--- config.mk ---
export PLATFORM = sky130hd
export DESIGN_NAME = framed_csv_coordinate_parser_core_flat
export DESIGN_NICKNAME = d
export VERILOG_FILES = /design/src/rtl/fcp_pkg.sv /design/src/rtl/fcp_in_if.sv /design/src/rtl/fcp_out_if.sv /design/src/rtl/fcp_parser.sv /design/src/rtl/framed_csv_coordinate_parser_core.sv /design/src/flat_wrapper.sv
export SDC_FILE = /design/constraint.sdc
export NUM_CORES = 1
export LEC_CHECK = 0
export ABC_AREA = 1
export BUFFER_PORTS_ARGS = -buffer_cell sky130_fd_sc_hd__buf_2
export CORE_ASPECT_RATIO = 0.7
export CORE_UTILIZATION = 52
export CTS_BUF_LIST = sky130_fd_sc_hd__clkbuf_16
export CTS_CLUSTER_DIAMETER = 80
export DETAILED_ROUTE_END_ITERATION = 10
export PLACE_DENSITY = 0.77
export SETUP_SLACK_MARGIN = 0.05
export SLEW_MARGIN = 5
export SYNTH_ARGS = -nofsm -noshare
export SYNTH_HDL_FRONTEND = slang
export SYNTH_HIERARCHICAL = 1
export SYNTH_SLANG_ARGS = --single-unit
--- constraint.sdc ---
create_clock -name clk -period 3.1 [get_ports clk]
set_input_delay 0.31 -clock clk [delete_from_list [all_inputs] [get_ports clk]]
set_output_delay 0.31 -clock clk [all_outputs]
set_load 0.005 [all_outputs]
--- src/rtl/fcp_pkg.sv ---
// Shared types and constants for the framed comma-separated coordinate parser.
`default_nettype none

package fcp_pkg;

  localparam int MAX_PAYLOAD_DEF = 49;
  localparam int CFG_ADDR_W      = 3;
  localparam int CFG_DATA_W      = 32;
  localparam int FIELD_COUNT     = 5;

  localparam logic [7:0] HEAD_BYTE_RST = 8'd91;
  localparam logic [7:0] END_BYTE_RST  = 8'd93;

  localparam logic [7:0] CHAR_NUL   = 8'h00;
  localparam logic [7:0] CHAR_COMMA = 8'h2C;
  localparam logic [7:0] CHAR_MINUS = 8'h2D;
  localparam logic [7:0] CHAR_PLUS  = 8'h2B;
  localparam logic [7:0] CHAR_SPACE = 8'h20;
  localparam logic [7:0] CHAR_TAB   = 8'h09;
  localparam logic [7:0] CHAR_CR    = 8'h0D;
  localparam logic [7:0] CHAR_ZERO  = 8'h30;
  localparam logic [7:0] CHAR_NINE  = 8'h39;

  // Register index is paddr[2] (word addresses 0 and 4).
  typedef enum logic {
    REG_HEAD_BYTE = 1'b0,
    REG_END_BYTE  = 1'b1
  } reg_idx_t;

  typedef enum logic [1:0] {
    PH_NONE   = 2'd0,
    PH_SPACE  = 2'd1,
    PH_DIGITS = 2'd2,
    PH_STOP   = 2'd3
  } phase_t;

  typedef struct packed {
    logic [7:0] head_byte;
    logic [7:0] end_byte;
  } cfg_t;

  typedef struct packed {
    logic [15:0] red_x;
    logic [15:0] red_y;
    logic [15:0] green_x;
    logic [15:0] green_y;
    logic [7:0]  near_flag;
  } res_t;

endpackage

`default_nettype wire

--- src/rtl/fcp_in_if.sv ---
// Input byte channel: valid/ready handshake carrying one received byte.
`default_nettype none

interface fcp_in_if;
  logic       valid;
  logic       ready;
  logic [7:0] rx_byte;

  modport source (output valid, output rx_byte, input ready);
  modport sink   (input valid, input rx_byte, output ready);
endinterface

`default_nettype wire

--- src/rtl/fcp_out_if.sv ---
// Result channel: valid/ready handshake carrying the five parsed values.
`default_nettype none

interface fcp_out_if;
  logic        valid;
  logic        ready;
  logic [15:0] red_x;
  logic [15:0] red_y;
  logic [15:0] green_x;
  logic [15:0] green_y;
  logic [7:0]  near_flag;

  modport source (output valid, output red_x, output red_y, output green_x,
                  output green_y, output near_flag, input ready);
  modport sink   (input valid, input red_x, input red_y, input green_x,
                  input green_y, input near_flag, output ready);
endinterface

`default_nettype wire

--- src/rtl/fcp_parser.sv ---
// Packet framing and comma-separated integer parse state, one byte per cycle.
`default_nettype none

module fcp_parser #(
  parameter int MAX_PAYLOAD = fcp_pkg::MAX_PAYLOAD_DEF
) (
  input  wire logic         clk,
  input  wire logic         rst_n,
  input  wire logic         byte_vld,
  input  wire logic [7:0]   rx_byte,
  input  fcp_pkg::cfg_t     cfg,
  output logic              emit,
  output fcp_pkg::res_t     res
);
  import fcp_pkg::*;

  localparam int CNT_W = $clog2(MAX_PAYLOAD + 1);

  logic             in_packet_r, in_packet_nxt;
  logic [CNT_W-1:0] cnt_r, cnt_nxt;
  logic [2:0]       field_r, field_nxt;
  phase_t           phase_r, phase_nxt;
  logic             neg_r, neg_nxt;
  logic [15:0]      acc_r, acc_nxt;
  logic             ended_r, ended_nxt;
  res_t             stored_r, stored_nxt;

  logic        is_sp, is_sign, is_digit;
  logic [15:0] tok_val, acc_base, acc_mul;
  logic [2:0]  field_inc;
  res_t        fin_res;
  phase_t      ph;

  assign emit = in_packet_r && (rx_byte == cfg.end_byte);
  assign res  = fin_res;

  assign is_sp    = (rx_byte == CHAR_SPACE) || (rx_byte >= CHAR_TAB && rx_byte <= CHAR_CR);
  assign is_sign  = (rx_byte == CHAR_MINUS) || (rx_byte == CHAR_PLUS);
  assign is_digit = (rx_byte >= CHAR_ZERO) && (rx_byte <= CHAR_NINE);

  assign tok_val   = neg_r ? 16'(16'd0 - acc_r) : acc_r;
  assign field_inc = (field_r < 3'(FIELD_COUNT)) ? 3'(field_r + 3'd1) : field_r;

  // a fresh token starts from zero
  assign acc_base = (phase_r == PH_NONE) ? 16'd0 : acc_r;
  assign acc_mul  = 16'({acc_base, 3'b000} + {acc_base, 1'b0} + {12'd0, rx_byte[3:0]});
  assign ph       = (phase_r == PH_NONE) ? PH_SPACE : phase_r;

  // stored values with the token in progress written back
  always_comb begin
    fin_res = stored_r;
    if (phase_r != PH_NONE) begin
      case (field_r)
        3'd0:    fin_res.red_x     = tok_val;
        3'd1:    fin_res.red_y     = tok_val;
        3'd2:    fin_res.green_x   = tok_val;
        3'd3:    fin_res.green_y   = tok_val;
        3'd4:    fin_res.near_flag = tok_val[7:0];
        default: fin_res = stored_r;
      endcase
    end
  end

  always_comb begin
    in_packet_nxt = in_packet_r;
    cnt_nxt       = cnt_r;
    field_nxt     = field_r;
    phase_nxt     = phase_r;
    neg_nxt       = neg_r;
    acc_nxt       = acc_r;
    ended_nxt     = ended_r;
    stored_nxt    = stored_r;
    if (byte_vld) begin
      if (!in_packet_r || emit) begin
        if (emit) begin
          stored_nxt    = fin_res;
          in_packet_nxt = 1'b0;
        end else if (rx_byte == cfg.head_byte) begin
          in_packet_nxt = 1'b1;
        end
        cnt_nxt   = '0;
        field_nxt = 3'd0;
        phase_nxt = PH_NONE;
        neg_nxt   = 1'b0;
        acc_nxt   = 16'd0;
        ended_nxt = 1'b0;
      end else if (!ended_r) begin
        if (cnt_r >= CNT_W'(MAX_PAYLOAD)) begin
          ended_nxt = 1'b1;
        end else begin
          cnt_nxt = CNT_W'(cnt_r + 1'b1);
          if (rx_byte == CHAR_NUL) begin
            ended_nxt = 1'b1;
          end else if (rx_byte == CHAR_COMMA) begin
            if (phase_r != PH_NONE) begin
              stored_nxt = fin_res;
              field_nxt  = field_inc;
              phase_nxt  = PH_NONE;
              neg_nxt    = 1'b0;
              acc_nxt    = 16'd0;
            end
          end else begin
            neg_nxt   = (phase_r == PH_NONE) ? 1'b0 : neg_r;
            acc_nxt   = acc_base;
            phase_nxt = ph;
            if (ph == PH_SPACE && is_sp) begin
              phase_nxt = PH_SPACE;
            end else if (ph == PH_SPACE && is_sign) begin
              neg_nxt   = (rx_byte == CHAR_MINUS);
              phase_nxt = PH_DIGITS;
            end else if (ph == PH_SPACE || ph == PH_DIGITS) begin
              if (is_digit) begin
                acc_nxt   = acc_mul;
                phase_nxt = PH_DIGITS;
              end else begin
                phase_nxt = PH_STOP;
              end
            end
          end
        end
      end
    end
  end

  always_ff @(posedge clk) begin
    if (!rst_n) begin
      in_packet_r <= 1'b0;
      cnt_r       <= '0;
      field_r     <= 3'd0;
      phase_r     <= PH_NONE;
      neg_r       <= 1'b0;
      acc_r       <= 16'd0;
      ended_r     <= 1'b0;
      stored_r    <= '0;
    end else begin
      in_packet_r <= in_packet_nxt;
      cnt_r       <= cnt_nxt;
      field_r     <= field_nxt;
      phase_r     <= phase_nxt;
      neg_r       <= neg_nxt;
      acc_r       <= acc_nxt;
      ended_r     <= ended_nxt;
      stored_r    <= stored_nxt;
    end
  end

endmodule

`default_nettype wire

--- src/rtl/framed_csv_coordinate_parser_core.sv ---
// Top level: framed comma-separated coordinate parser with APB config port.
//
// Usage:
//   in_ch  - one received byte per transaction (valid/ready).
//   out_ch - one transaction per closing byte seen inside a packet, carrying
//            red_x, red_y, green_x, green_y and near_flag.
//   APB    - register 0 (addr 0x0) head_byte, register 1 (addr 0x4) end_byte;
//            pready is tied high, write at the access phase. Write only idle.
// Throughput: one byte per cycle while no closing byte is held. A taken byte sits
//   in the input register; its parse update is applied as it leaves that register,
//   and a closing byte leaving it also loads the result register, which drives
//   out_ch.valid.
// Stall: while a result waits, ordinary bytes keep flowing; only a second
//   closing byte holds in the input register until the result is taken, and
//   in_ch.ready then drops.
// Reset (rst_n low, synchronous): out of packet, parse state and stored values
//   cleared, head_byte = 0x5B, end_byte = 0x5D, no result pending.
`default_nettype none

module framed_csv_coordinate_parser_core #(
  parameter int MAX_PAYLOAD = fcp_pkg::MAX_PAYLOAD_DEF
) (
  input  wire logic                            clk,
  input  wire logic                            rst_n,
  fcp_in_if.sink                               in_ch,
  fcp_out_if.source                            out_ch,
  input  wire logic                            psel,
  input  wire logic                            penable,
  input  wire logic                            pwrite,
  input  wire logic [fcp_pkg::CFG_ADDR_W-1:0]  paddr,
  input  wire logic [fcp_pkg::CFG_DATA_W-1:0]  pwdata,
  output logic      [fcp_pkg::CFG_DATA_W-1:0]  prdata,
  output logic                                 pready
);
  import fcp_pkg::*;

  cfg_t       cfg_r, cfg_nxt;
  logic       s1_vld_r, s1_vld_nxt;
  logic [7:0] s1_byte_r, s1_byte_nxt;
  logic       out_vld_r, out_vld_nxt;
  res_t       out_res_r, out_res_nxt;

  logic     emit, slot_free, s1_adv, in_acc, cfg_wr;
  res_t     res;
  reg_idx_t reg_idx;

  assign pready  = 1'b1;
  assign reg_idx = reg_idx_t'(paddr[2]);
  assign cfg_wr  = psel && penable && pwrite && pready;

  always_comb begin
    cfg_nxt = cfg_r;
    prdata  = '0;
    case (reg_idx)
      REG_HEAD_BYTE: begin
        prdata = CFG_DATA_W'(cfg_r.head_byte);
        if (cfg_wr) cfg_nxt.head_byte = pwdata[7:0];
      end
      REG_END_BYTE: begin
        prdata = CFG_DATA_W'(cfg_r.end_byte);
        if (cfg_wr) cfg_nxt.end_byte = pwdata[7:0];
      end
      default: prdata = '0;
    endcase
  end

  fcp_parser #(.MAX_PAYLOAD(MAX_PAYLOAD)) u_parser (
    .clk      (clk),
    .rst_n    (rst_n),
    .byte_vld (s1_adv),
    .rx_byte  (s1_byte_r),
    .cfg      (cfg_r),
    .emit     (emit),
    .res      (res)
  );

  // only a closing byte needs room in the result register
  assign slot_free   = !out_vld_r || out_ch.ready;
  assign s1_adv      = s1_vld_r && (!emit || slot_free);
  assign in_ch.ready = !s1_vld_r || s1_adv;
  assign in_acc      = in_ch.valid && in_ch.ready;

  always_comb begin
    s1_vld_nxt  = s1_vld_r;
    s1_byte_nxt = s1_byte_r;
    if (in_acc) begin
      s1_vld_nxt  = 1'b1;
      s1_byte_nxt = in_ch.rx_byte;
    end else if (s1_adv) begin
      s1_vld_nxt = 1'b0;
    end

    out_vld_nxt = out_vld_r;
    out_res_nxt = out_res_r;
    if (s1_adv && emit) begin
      out_vld_nxt = 1'b1;
      out_res_nxt = res;
    end else if (out_ch.ready) begin
      out_vld_nxt = 1'b0;
    end
  end

  always_ff @(posedge clk) begin
    if (!rst_n) begin
      cfg_r.head_byte <= HEAD_BYTE_RST;
      cfg_r.end_byte  <= END_BYTE_RST;
      s1_vld_r        <= 1'b0;
      out_vld_r       <= 1'b0;
    end else begin
      cfg_r     <= cfg_nxt;
      s1_vld_r  <= s1_vld_nxt;
      out_vld_r <= out_vld_nxt;
    end
  end

  always_ff @(posedge clk) begin
    s1_byte_r <= s1_byte_nxt;
    out_res_r <= out_res_nxt;
  end

  assign out_ch.valid     = out_vld_r;
  assign out_ch.red_x     = out_res_r.red_x;
  assign out_ch.red_y     = out_res_r.red_y;
  assign out_ch.green_x   = out_res_r.green_x;
  assign out_ch.green_y   = out_res_r.green_y;
  assign out_ch.near_flag = out_res_r.near_flag;

`ifndef SYNTH
  // a held byte must be a closing byte blocked by an untaken result
  a_stall_cause: assert property (@(posedge clk) disable iff (!rst_n)
    (s1_vld_r && !s1_adv) |-> (emit && out_vld_r && !out_ch.ready))
    else $error("input stage stalled without a pending result");

  // a new result only follows a closing byte that advanced
  a_result_source: assert property (@(posedge clk) disable iff (!rst_n)
    (out_vld_nxt && !(out_vld_r && !out_ch.ready)) |-> (s1_adv && emit))
    else $error("result loaded without a closing byte");

  a_reset_empty: assert property (@(posedge clk)
    !rst_n |=> (!out_vld_r && !s1_vld_r))
    else $error("pipeline not empty after reset");
`endif

endmodule

`default_nettype wire

--- src/flat_wrapper.sv ---
// flat-port wrapper written by rule: the top's interface ports become plain ports
module framed_csv_coordinate_parser_core_flat import fcp_pkg::*;
#(
  parameter int MAX_PAYLOAD = fcp_pkg::MAX_PAYLOAD_DEF
)
  (clk, rst_n, psel, penable, pwrite, paddr, pwdata, prdata, pready, in_ch_valid, in_ch_rx_byte, in_ch_ready, out_ch_valid, out_ch_red_x, out_ch_red_y, out_ch_green_x, out_ch_green_y, out_ch_near_flag, out_ch_ready);
  fcp_in_if in_ch_i ();
  fcp_out_if out_ch_i ();
  input  wire logic clk;
  input  wire logic rst_n;
  input  wire logic psel;
  input  wire logic penable;
  input  wire logic pwrite;
  input  wire logic [fcp_pkg::CFG_ADDR_W-1:0] paddr;
  input  wire logic [fcp_pkg::CFG_DATA_W-1:0] pwdata;
  output logic      [fcp_pkg::CFG_DATA_W-1:0] prdata;
  output logic pready;
  input wire logic [$bits(in_ch_i.valid)-1:0] in_ch_valid;
  input wire logic [$bits(in_ch_i.rx_byte)-1:0] in_ch_rx_byte;
  output wire logic [$bits(in_ch_i.ready)-1:0] in_ch_ready;
  output wire logic [$bits(out_ch_i.valid)-1:0] out_ch_valid;
  output wire logic [$bits(out_ch_i.red_x)-1:0] out_ch_red_x;
  output wire logic [$bits(out_ch_i.red_y)-1:0] out_ch_red_y;
  output wire logic [$bits(out_ch_i.green_x)-1:0] out_ch_green_x;
  output wire logic [$bits(out_ch_i.green_y)-1:0] out_ch_green_y;
  output wire logic [$bits(out_ch_i.near_flag)-1:0] out_ch_near_flag;
  input wire logic [$bits(out_ch_i.ready)-1:0] out_ch_ready;
  assign in_ch_i.valid = in_ch_valid;
  assign in_ch_i.rx_byte = in_ch_rx_byte;
  assign in_ch_ready = in_ch_i.ready;
  assign out_ch_valid = out_ch_i.valid;
  assign out_ch_red_x = out_ch_i.red_x;
  assign out_ch_red_y = out_ch_i.red_y;
  assign out_ch_green_x = out_ch_i.green_x;
  assign out_ch_green_y = out_ch_i.green_y;
  assign out_ch_near_flag = out_ch_i.near_flag;
  assign out_ch_i.ready = out_ch_ready;
  framed_csv_coordinate_parser_core #(.MAX_PAYLOAD(MAX_PAYLOAD)) u_core (.clk(clk), .rst_n(rst_n), .in_ch(in_ch_i), .out_ch(out_ch_i), .psel(psel), .penable(penable), .pwrite(pwrite), .paddr(paddr), .pwdata(pwdata), .prdata(prdata), .pready(pready));
endmodule
==> results_dict.tcl, run 1 <==
set metrics [dict create \
    status "completed" \
    first_global_vias 7900 \
    p_leak_nw 5.211 \
    synth_mux_area_share_pct 0 \
    path_clk_slew_ps 80 \
    grt.total_usage_pct 24.61 \
    synth_cells 1326 \
    start_util_pct 53.24 \
    rsz0062_at_grt "no" \
    rows 42 \
    post-route-util_pct 60.11 \
    die_w_um 168.6 \
    finalSetupViolCount 0 \
    clock_latency_ps 440 \
    synth_seq_area_share_pct 47.57 \
    dieArea_mm2 0.01999 \
    vias 8995 \
    synth_area_mm2 0.01010 \
    worstPathMaxFanout 4 \
    portBuffers 105 \
    tightest_slew_ps 799.6 \
    hold_viol_final 0 \
    tns_ps 0 \
    fin_skew_ps 18.08 \
    fin_nets 1506 \
    cp-end-kind "flop" \
    drt_iter0_markers 887 \
    synth_xor_area_share_pct 1.647 \
    final_cell_mix "482 x nand2_1, 120 x dfxtp_1, 113 x a21oi_1, 105 x buf_2, 100 x inv_1" \
    first_pass_iters 6 \
    ys_types 39 \
    drc 0 \
    post_drt_wl_per_cell_um 14.50 \
    drive_above_1_share_pct 13.40 \
    slew_violations 0 \
    grt_antenna_before_repair 0 \
    drt.antenna.violating_nets 0 \
    io_pins 157 \
    dp_hpwl_um 16860 \
    synth-adder-area-share_pct 4.534 \
    gp_congestion 0.9399 \
    layout_setup_ws_ps 300.0 \
    critPathMaxStageDelay_ps 420 \
    synth_top_family_by_area "simple AND/OR/NAND/NOR gates" \
    synth-seq-cells 200 \
    max_freq_ghz 0.3571 \
    post-route-period-util_pct 90.32 \
    die_height_um 118.6 \
    layout_min_cycle_time_ps 2800 \
    grt_overflow_total 0 \
    cts-buffers-inserted 17 \
    finalWirelength_um 24610 \
    fillers 1668 \
    cp_cell_sequence "nor2_2 > nor2_1 > ha_1 > ha_1 > fa_1 > nand3_1 > nand3_2 > nand2_1 > nand2_1 > nand2_1 > nand2_1 > nand2_1 > nand3_1 > nand2_1 > nand3_1 > a21oi_1" \
    cp.arrival_ps 3170 \
    ir_drop_mv 0.2540 \
    htreeDepth 4 \
    cap_violations 0 \
    ff_latch_area_mm2 0.004805 \
    via_per_inst 5.301 \
    crit_top_cell "nand2_1" \
    coreArea_mm2 0.01897 \
    hold_path_class "input pin to flop" \
    max-slew-margin-rel_pct 46.51 \
    synth-compound-area-share_pct 9.860 \
    area_growth_pct 12.89 \
    synth_warnings 6 \
    critPathSlowestCell "fa_1" \
    yosys.area_share.simple_pct 28.04 \
    post-place-ws_ps 230.1 \
    cts-root-buf "clkbuf_16" \
    cts_sinks 200 \
    final_common_cell "nand2_1" \
    worstSetupStartpointType "flop" \
    powerDensity_mw_per_mm2 446.8 \
    antenna_cells 0 \
    multi_input_area_mm2 0.004568 \
    cts_tree "done" \
    syn_avg_cell_area_um2 7.618 \
    ctsHoldBuffers 0 \
    grt_pass1_wl_um 39160 \
    grt_start_max_net_pins 83 \
    cts_buffer_depth 2 \
    cp.required_ps 3470 \
    crit_type "flop to flop" \
]
==> final cells by class <==
cell class	instances	share of cell area, %
sequential	200	42.13
clock inverter	15	1.185
multi-input combinational	966	40.06
clock buffer	17	3.731
inverter	112	3.687
timing repair buffer	123	6.309
tap	264	2.897
==> sequential cells by signal, indices dropped and copies added, names as in the netlist, 2 cells and up <==
register	count
u_core/s1_byte_r	8
u_core/u_parser/field_r	3
u_core/u_parser/stored_r	72
u_core/cfg_r	16
u_core/u_parser/cnt_r	6
u_core/out_ch.near_flag	8
u_core/out_ch.green_y	16
u_core/out_ch.green_x	16
u_core/u_parser/phase_r	2
u_core/out_ch.red_y	16
u_core/out_ch.red_x	16
u_core/u_parser/acc_r	16
==> per-stage QoR <==
step           instances  cell area, um^2  hold slack [ps]  total power, mW
2_1_floorplan       1349            10190            408.9            2.974
3_3_place_gp        1663            10790            447.4            3.014
3_5_place_dp        1663            10790            451.7            3.018
4_1_cts             1695            11350            25.27            5.112
5_1_grt             1697            11400            21.51            5.255
6_report            1697            11400            38.28            5.095
==> repair_timing <==
action / 4_1_cts / 5_1_grt
resized for setup: 0 / 6
endpoints found under the setup margin: 0 / 54
buffers inserted: 0 / 0
endpoints found under the hold margin: 0 / 0
==> power by group <==
part,internal (mW),leakage (nW),switching [mW]
combinational,0.0662,3.06,0.137
clock,1.07,0.282,1.07
sequential,2.74,1.87,0.0233
total,3.87,5.21,1.23
==> critical path, delay by kind of cell (launching register included) <==
family / cells / cell delay [ps]
AND/OR/NAND/NOR: 12 / 1280
adder cells (fa/ha/maj): 3 / 970
flip-flops: 1 / 350
AO/OA/AOI/OAI: 1 / 130
==> path summary, 6_finish.rpt <==
| kind | from | endpoint | slack [ps] | cells past startpoint |
|---|---|---|---|---|
| max | u_core/u_parser/phase_r[1]$_SDFFE_PN0P_ | u_core/u_parser/acc_r[12]$_SDFFE_PN0P_ | 300 | 16 |
| min | in_ch_rx_byte[7] | u_core/s1_byte_r[7]$_DFFE_PP_ | 40 | 1 |
| max reg2reg | u_core/u_parser/phase_r[1]$_SDFFE_PN0P_ | u_core/u_parser/acc_r[12]$_SDFFE_PN0P_ | 300 | 16 |
| min reg2reg | u_core/u_parser/stored_r[25]$_SDFFE_PN0P_ | u_core/u_parser/stored_r[25]$_SDFFE_PN0P_ | 460 | 2 |
==> Yosys cell counts, drive strengths merged <==
cell type  count  area [um^2]
o22ai          2        12.51
nand4         10        62.56
o21a           1        7.510
a221oi         1        8.760
edfxtp        80         2402
o31ai          1        7.510
buf           47        321.5
dfxtp        120         2402
nand3         87        440.4
fa             1        20.02
nor3b          1        7.510
nor3           1        5.000
clkbuf        25        93.84
o21ai         58        294.0
conb           2        7.510
inv          112        420.4
o21bai         3        22.52
xor2          10        87.58
and2           2        12.51
a21boi         1        7.510
nand3b         2        15.01
o211ai         1        7.510
a211oi         5        37.54
nor2          98        405.4
a31oi          4        25.02
nor4           1        6.260
a21oi        113        565.5
xnor2          9        78.83
ha            35        437.9
or2            9        56.30
nand2        484         1822
==> per-layer routing <==
layer  global-route usage, %  part of all wire (%)
met1                   36.75                    48
met2                   36.44                    43
met3                   4.387                   7.6
met4                   6.591                   1.1
met5                       0                     0
==> cell families after synthesis <==
family          Yosys count
other cells               2
flops                   200
compound gates          190
buf+inv                 184
simple gates            695
fa+ha+maj                36
xor+xnor                 19
Note: power is estimated with default switching activity, not from simulation.
==> run 2, diff against run 1 <==
==> constraint.sdc (replaced) <==
create_clock -name clk -period 3.1 [get_ports clk]
set_input_delay 0.465 -clock clk [delete_from_list [all_inputs] [get_ports clk]]
set_output_delay 0.465 -clock clk [all_outputs]
set_load 0.005 [all_outputs]
==> run 2 against run 1 <==
Cell count down 0.12%; count of clock-buffer cells in the layout up 1; routed wire length down 4.0%; power up 2.7%; worst setup slack worse by 75 ps; non-clock buffer count down 1; via count down 1.9%; combinational power down 2%; first-iteration DRC count up 18%; sequential cell count unchanged; design area about the same; largest power group unchanged.
==> results_dict.tcl, run 2 (same netlist as run 1, synthesis figures left out) <==
set metrics [dict create \
    status "completed" \
    gp_congestion 0.9293 \
    htreeDepth 4 \
    cap_violations 0 \
    layout_min_cycle_time_ps 2875 \
    area_growth_pct 12.93 \
    grt_pass1_wl_um 39160 \
    rsz0062_at_grt "no" \
    drive_above_1_share_pct 13.07 \
    largest_reg_flops 72 \
    critPathSlowestCell "dfxtp_1" \
    cp.required_ps 3450 \
    worstPathMaxFanout 10 \
    finalSetupViolCount 0 \
    vias 8820 \
    drc 0 \
    io_pins 157 \
    final_cell_mix "482 x nand2_1, 120 x dfxtp_1, 113 x a21oi_1, 105 x buf_2, 100 x inv_1" \
    worstSetupStartpointType "flop" \
    crit_top_cell "nand2_1" \
    antenna_cells 0 \
    die_w_um 168.6 \
    portBuffers 105 \
    tightest_slew_ps 938.4 \
    post-route-util_pct 60.13 \
    postCtsResizedCells 0 \
    cts_buffer_depth 2 \
    cp.arrival_ps 3220 \
    fin_cells 1695 \
    finalWirelength_um 23630 \
    postCtsSetupRepairBufs 0 \
    critPathMaxStageDelay_ps 410 \
    grt_overflow_total 0 \
    grt_antenna_before_repair 0 \
    cp_cell_sequence "nor2_4 > buf_4 > buf_4 > nor2_1 > ha_1 > ha_1 > a21oi_1 > o21ai_0 > nand2_1 > nand3_1 > nand2_1 > nand3_1 > nand2_1 > nand2_1 > a21oi_1" \
    path_clk_slew_ps 80 \
    drt_iter0_markers 1050 \
    ctsHoldBuffers 0 \
    clock_latency_ps 430 \
    cp-end-kind "flop" \
    cts-buffers-inserted 17 \
    max_freq_ghz 0.3478 \
    die_height_um 118.6 \
    hold_path_class "input pin to flop" \
    regMostFlops "u_core/u_parser/stored_r" \
    coreArea_mm2 0.01897 \
    tns_ps 0 \
    dieArea_mm2 0.01999 \
    max-slew-margin-rel_pct 37.44 \
    rows 42 \
    crit_type "flop to flop" \
    post-route-period-util_pct 92.75 \
    hold_viol_final 0 \
    ff2ff_path_depth 15 \
    post_drt_wl_per_cell_um 13.94 \
    powerDensity_mw_per_mm2 458.7 \
    dp_hpwl_um 16550 \
    p_leak_nw 5.207 \
    first_global_vias 7867 \
    cts_tree "done" \
    grt.total_usage_pct 24.44 \
    grt_start_max_net_pins 73 \
    finalPower_mw 5.232 \
    fin_skew_ps 11.77 \
    cts-root-buf "clkbuf_16" \
    cts_sinks 200 \
    drt.antenna.violating_nets 0 \
    slew_violations 0 \
    holdPathStages 1 \
    first_pass_iters 7 \
    fin_nets 1504 \
    placedCellCount 1663 \
    final_common_cell "nand2_1" \
    ir_drop_mv 0.3016 \
    start_util_pct 53.24 \
    via_per_inst 5.204 \
]
run 2: per-stage QoR:
step,hold slack (ps),instance area [um^2],setup slack [ps]
after detailed placement,451.6,10780,146.8
after CTS,191.3,11390,119.6
after floorplan,434.6,10190,137.5
after global routing,188.7,11410,50.81
final,201.3,11410,224.9
after global placement,447.3,10780,178.3
run 2: cell type report:
type / count / area, um^2
sequential: 200 / 4805
fill: 1668 / 7564
tap: 264 / 330.3
inverter: 112 / 420.4
timing repair buffer: 122 / 681.9
clock buffer: 18 / 450.4
clock inverter: 14 / 162.7
multi-input combinational: 965 / 4557
run 2: path summary, 6_finish.rpt:
path | startpoint | slack [ps] | end
worst max-delay path | u_core/u_parser/phase_r[1]$_SDFFE_PN0P_ | 220 | u_core/u_parser/acc_r[14]$_SDFFE_PN0P_
worst min-delay path | in_ch_rx_byte[6] | 200 | u_core/s1_byte_r[6]$_DFFE_PP_
worst max register to register | u_core/u_parser/phase_r[1]$_SDFFE_PN0P_ | 220 | u_core/u_parser/acc_r[14]$_SDFFE_PN0P_
worst min register to register | u_core/u_parser/ended_r$_SDFFE_PN0P_ | 460 | u_core/u_parser/ended_r$_SDFFE_PN0P_
run 2: report_power, final:
| group | leakage, nW | internal [mW] | total (mW) | switching, mW |
|---|---|---|---|---|
| registers | 1.87 | 2.74 | 2.76 | 0.0237 |
| clock network | 0.302 | 1.26 | 2.27 | 1.01 |
| logic | 3.04 | 0.0648 | 0.198 | 0.133 |
run 2: critical path, delay by kind of cell, from the launching register on:
family	cells	cell delay [ps]
AOI/OAI and AO/OA	3	580
adders and majority gates	2	630
buffers and inverters	2	330
DFF	1	410
and+or+nand+nor	8	840
run 2: routing by layer:
layer	global-route usage (%)	vias up	wire [um]
met5	0	-	0
met3	3.550	19	1727
li1	-	4426	-
met2	37.24	340	10310
met1	36.34	4035	11390
met4	5.966	0	196
==> run 3, diff against run 2 <==
--- a/config.mk
+++ b/config.mk
@@ -5,14 +5,13 @@
 export SDC_FILE = /design/constraint.sdc
 export NUM_CORES = 1
 export LEC_CHECK = 0
-export ABC_AREA = 1
 export BUFFER_PORTS_ARGS = -buffer_cell sky130_fd_sc_hd__buf_2
 export CORE_ASPECT_RATIO = 0.7
-export CORE_UTILIZATION = 52
+export CORE_UTILIZATION = 51
 export CTS_BUF_LIST = sky130_fd_sc_hd__clkbuf_16
 export CTS_CLUSTER_DIAMETER = 80
 export DETAILED_ROUTE_END_ITERATION = 10
-export PLACE_DENSITY = 0.77
+export PLACE_DENSITY = 0.76
 export SETUP_SLACK_MARGIN = 0.05
 export SLEW_MARGIN = 5
 export SYNTH_ARGS = -nofsm -noshare
==> run 3 against run 2 <==
The run now ends with design-rule violations left; power down 2.6%; synthesized area down 4.8%; via count down 15%; die area down 2.8%; hold slack worse by 6.9 ps; highest routed layer unchanged; sequential cell count unchanged; non-clock buffer count up 33; register-to-register slack worse by 30 ps; combinational power down 6%; count of clock-buffer cells in the layout down 1; design area down 2.4%.
==> results_dict.tcl, run 3 <==
set metrics [dict create \
    fillers 1496 \
    synth_warnings 6 \
    synth-seq-cells 200 \
    synth_top_area_cell "dfxtp_1" \
    grt_util_met2_pct 35.05 \
    status "complete, but fails checks" \
    area_growth_pct 15.76 \
    syn_avg_cell_area_um2 9.688 \
    cts_sinks 200 \
    cp.required_ps 3430 \
    async_flop_share_pct 0 \
    dieArea_mm2 0.01943 \
    p_sw_mw 1.167 \
    rsz0062_at_grt "no" \
    drt_iter0_markers 825 \
    post-route-util_pct 60.98 \
    postCtsSetupRepairBufs 0 \
    powerDensity_mw_per_mm2 457.5 \
    drc 7 \
    met3_usage_pct 4.707 \
    post-place-ws_ps 40.13 \
    fin_skew_ps 8.700 \
    cp-end-kind "flop" \
    yosys-top-cells-count "189 x nand2_1, 120 x dfxtp_1, 80 x edfxtp_1, 65 x o21ai_0" \
    synth_area_mm2 0.009620 \
    first_global_vias 6656 \
    finalPower_mw 5.095 \
    netSwitchingFraction_pct 22.90 \
    ir_drop_mv 0.2934 \
    synth_most_common_cell "nand2_1" \
    coreArea_mm2 0.01826 \
    cts_tree "done" \
    ctsHoldBuffers 0 \
    synth_area_leaders "dfxtp_1 25%, edfxtp_1 25%, nand2_1 7.4%" \
    post_drt_wl_per_cell_um 15.80 \
    dp_hpwl_um 14700 \
    top_usage_layer "met2" \
    worstSetupStartpointType "flop" \
    drive_above_1_share_pct 20.52 \
    cts-buffers-inserted 17 \
    grt_overflow_total 0 \
    cts-root-buf "clkbuf_16" \
    cts_buffer_depth 2 \
    grt_start_max_net_pins 76 \
    multi_input_area_mm2 0.004454 \
    io_pins 157 \
    max_freq_ghz 0.3437 \
    p_seq_share_pct 53.8 \
    synth_cells 993 \
    grt.total_usage_pct 22.45 \
    post-route-period-util_pct 93.84 \
    max-slew-margin-rel_pct 41.99 \
    path_clk_slew_ps 70 \
    largest_reg_flops 72 \
    tns_ps 0 \
    synthFlopType "dfxtp_1" \
    hold_path_class "input pin to flop" \
    die_w_um 166.2 \
    power.internal_mw 3.928 \
    grt_antenna_before_repair 0 \
    regMostFlops "u_core/u_parser/stored_r" \
    slew_violations 0 \
    finalSetupViolCount 0 \
    rows 41 \
    cap_violations 0 \
    vias 7473 \
    via_per_inst 5.507 \
    drt.antenna.violating_nets 0 \
    postCtsResizedCells 2 \
    layout_min_cycle_time_ps 2909 \
    grt_pass1_wl_um 34150 \
    p_leak_nw 4.272 \
    synth_seq_area_share_pct 49.94 \
    tightest_slew_ps 870.1 \
    antenna_cells 0 \
    clkPwrFrac_pct 42.5 \
    gp_congestion 0.8594 \
    ys_types 60 \
    synth_top_area_share_pct 24.97 \
    layout_setup_ws_ps 190.9 \
    worstPathMaxFanout 11 \
    portBuffers 105 \
    cp.arrival_ps 3240 \
    final_common_cell "nand2_1" \
    die_height_um 116.9 \
    hold_viol_final 0 \
    first_pass_iters 8 \
    violations "design-rule violations" \
    final_cell_mix "187 x nand2_1, 120 x dfxtp_1, 105 x buf_2, 80 x edfxtp_1, 64 x o21ai_0" \
    fin_nets 1194 \
    crit_type "flop to flop" \
    finalWirelength_um 21440 \
    ff_latch_area_mm2 0.004805 \
    htreeDepth 4 \
    clock_latency_ps 440 \
    start_util_pct 52.68 \
    synth_edf_count 80 \
    comb_power_share_pct 3.7 \
    grtUsageMet1_pct 32.10 \
]
run 3: changes by cell type after synthesis, moves of 26 or more:
cell | previous run | this run
a21oi_1 | 113 | 56
inv_1 | 101 | 13
nand2_1 | 482 | 189
nand3_1 | 86 | 11
nor2_1 | 91 | 56
o21ai_1 | 0 | 26
run 3: layout make-up:
type | count | share of cell area [%]
well taps | 236 | 2.651
clock buffers | 17 | 3.820
clock inverters | 15 | 1.303
multi-input cells | 721 | 40.00
inverters | 13 | 0.4382
repair buffers | 155 | 8.651
flip-flops and latches | 200 | 43.14
run 3: metrics by stage:
step           std cells  hold slack (ps)  cell area, um^2
3_5_place_dp        1325            447.2            10540
3_3_place_gp        1325            441.3            10540
2_1_floorplan       1016            436.6             9742
4_1_cts             1357            180.3            11110
6_report            1357            194.4            11140
5_1_grt             1357            173.7            11140
run 3: logic make-up after synthesis:
group | share of synthesized area, %
AOI/OAI and AO/OA | 16.32
buffers and inverters | 5.319
adders and majority gates | 4.760
xor gates and xnor gates | 4.461
other | 0.07806
and+or+nand+nor | 16.20
DFF | 49.94
muxes | 2.913
run 3: worst paths after layout:
check                           cells past startpoint  slack (ps)                                      start                                        end
worst min-delay path                                1         190                           in_ch_rx_byte[7]              u_core/s1_byte_r[7]$_DFFE_PP_
worst max-delay path                               11         190    u_core/u_parser/phase_r[0]$_SDFFE_PN0P_     u_core/u_parser/acc_r[13]$_SDFFE_PN0P_
worst min register to register                      2         460  u_core/u_parser/stored_r[57]$_SDFFE_PN0P_  u_core/u_parser/stored_r[57]$_SDFFE_PN0P_
worst max register to register                     11         190    u_core/u_parser/phase_r[0]$_SDFFE_PN0P_     u_core/u_parser/acc_r[13]$_SDFFE_PN0P_
run 3: power by group through the flow:
stage / registers [mW] / clock network (mW) / logic [mW]
3_5_place_dp: 2.80 / 0 / 0.183
2_1_floorplan: 2.80 / 0 / 0.148
6_report: 2.74 / 2.17 / 0.187
4_1_cts: 2.74 / 2.20 / 0.185
5_1_grt: 2.74 / 2.30 / 0.207
3_3_place_gp: 2.80 / 0 / 0.180
run 3: metal layers:
layer,wire length (um),vias up
met5,0,-
met4,199,0
met3,1255,23
met2,9570,236
met1,10410,3539
li1,-,3675
run 3: worst max-delay path: stages (launching register included):
cell       delay, ps
dfxtp_1          340
or2_4            270
buf_4            180
and2_1           190
ha_1             300
ha_1             360
nand3_1          140
o2111ai_2        180
a311o_1          380
a21oi_1          190
xnor2_1           80
a22o_1           190
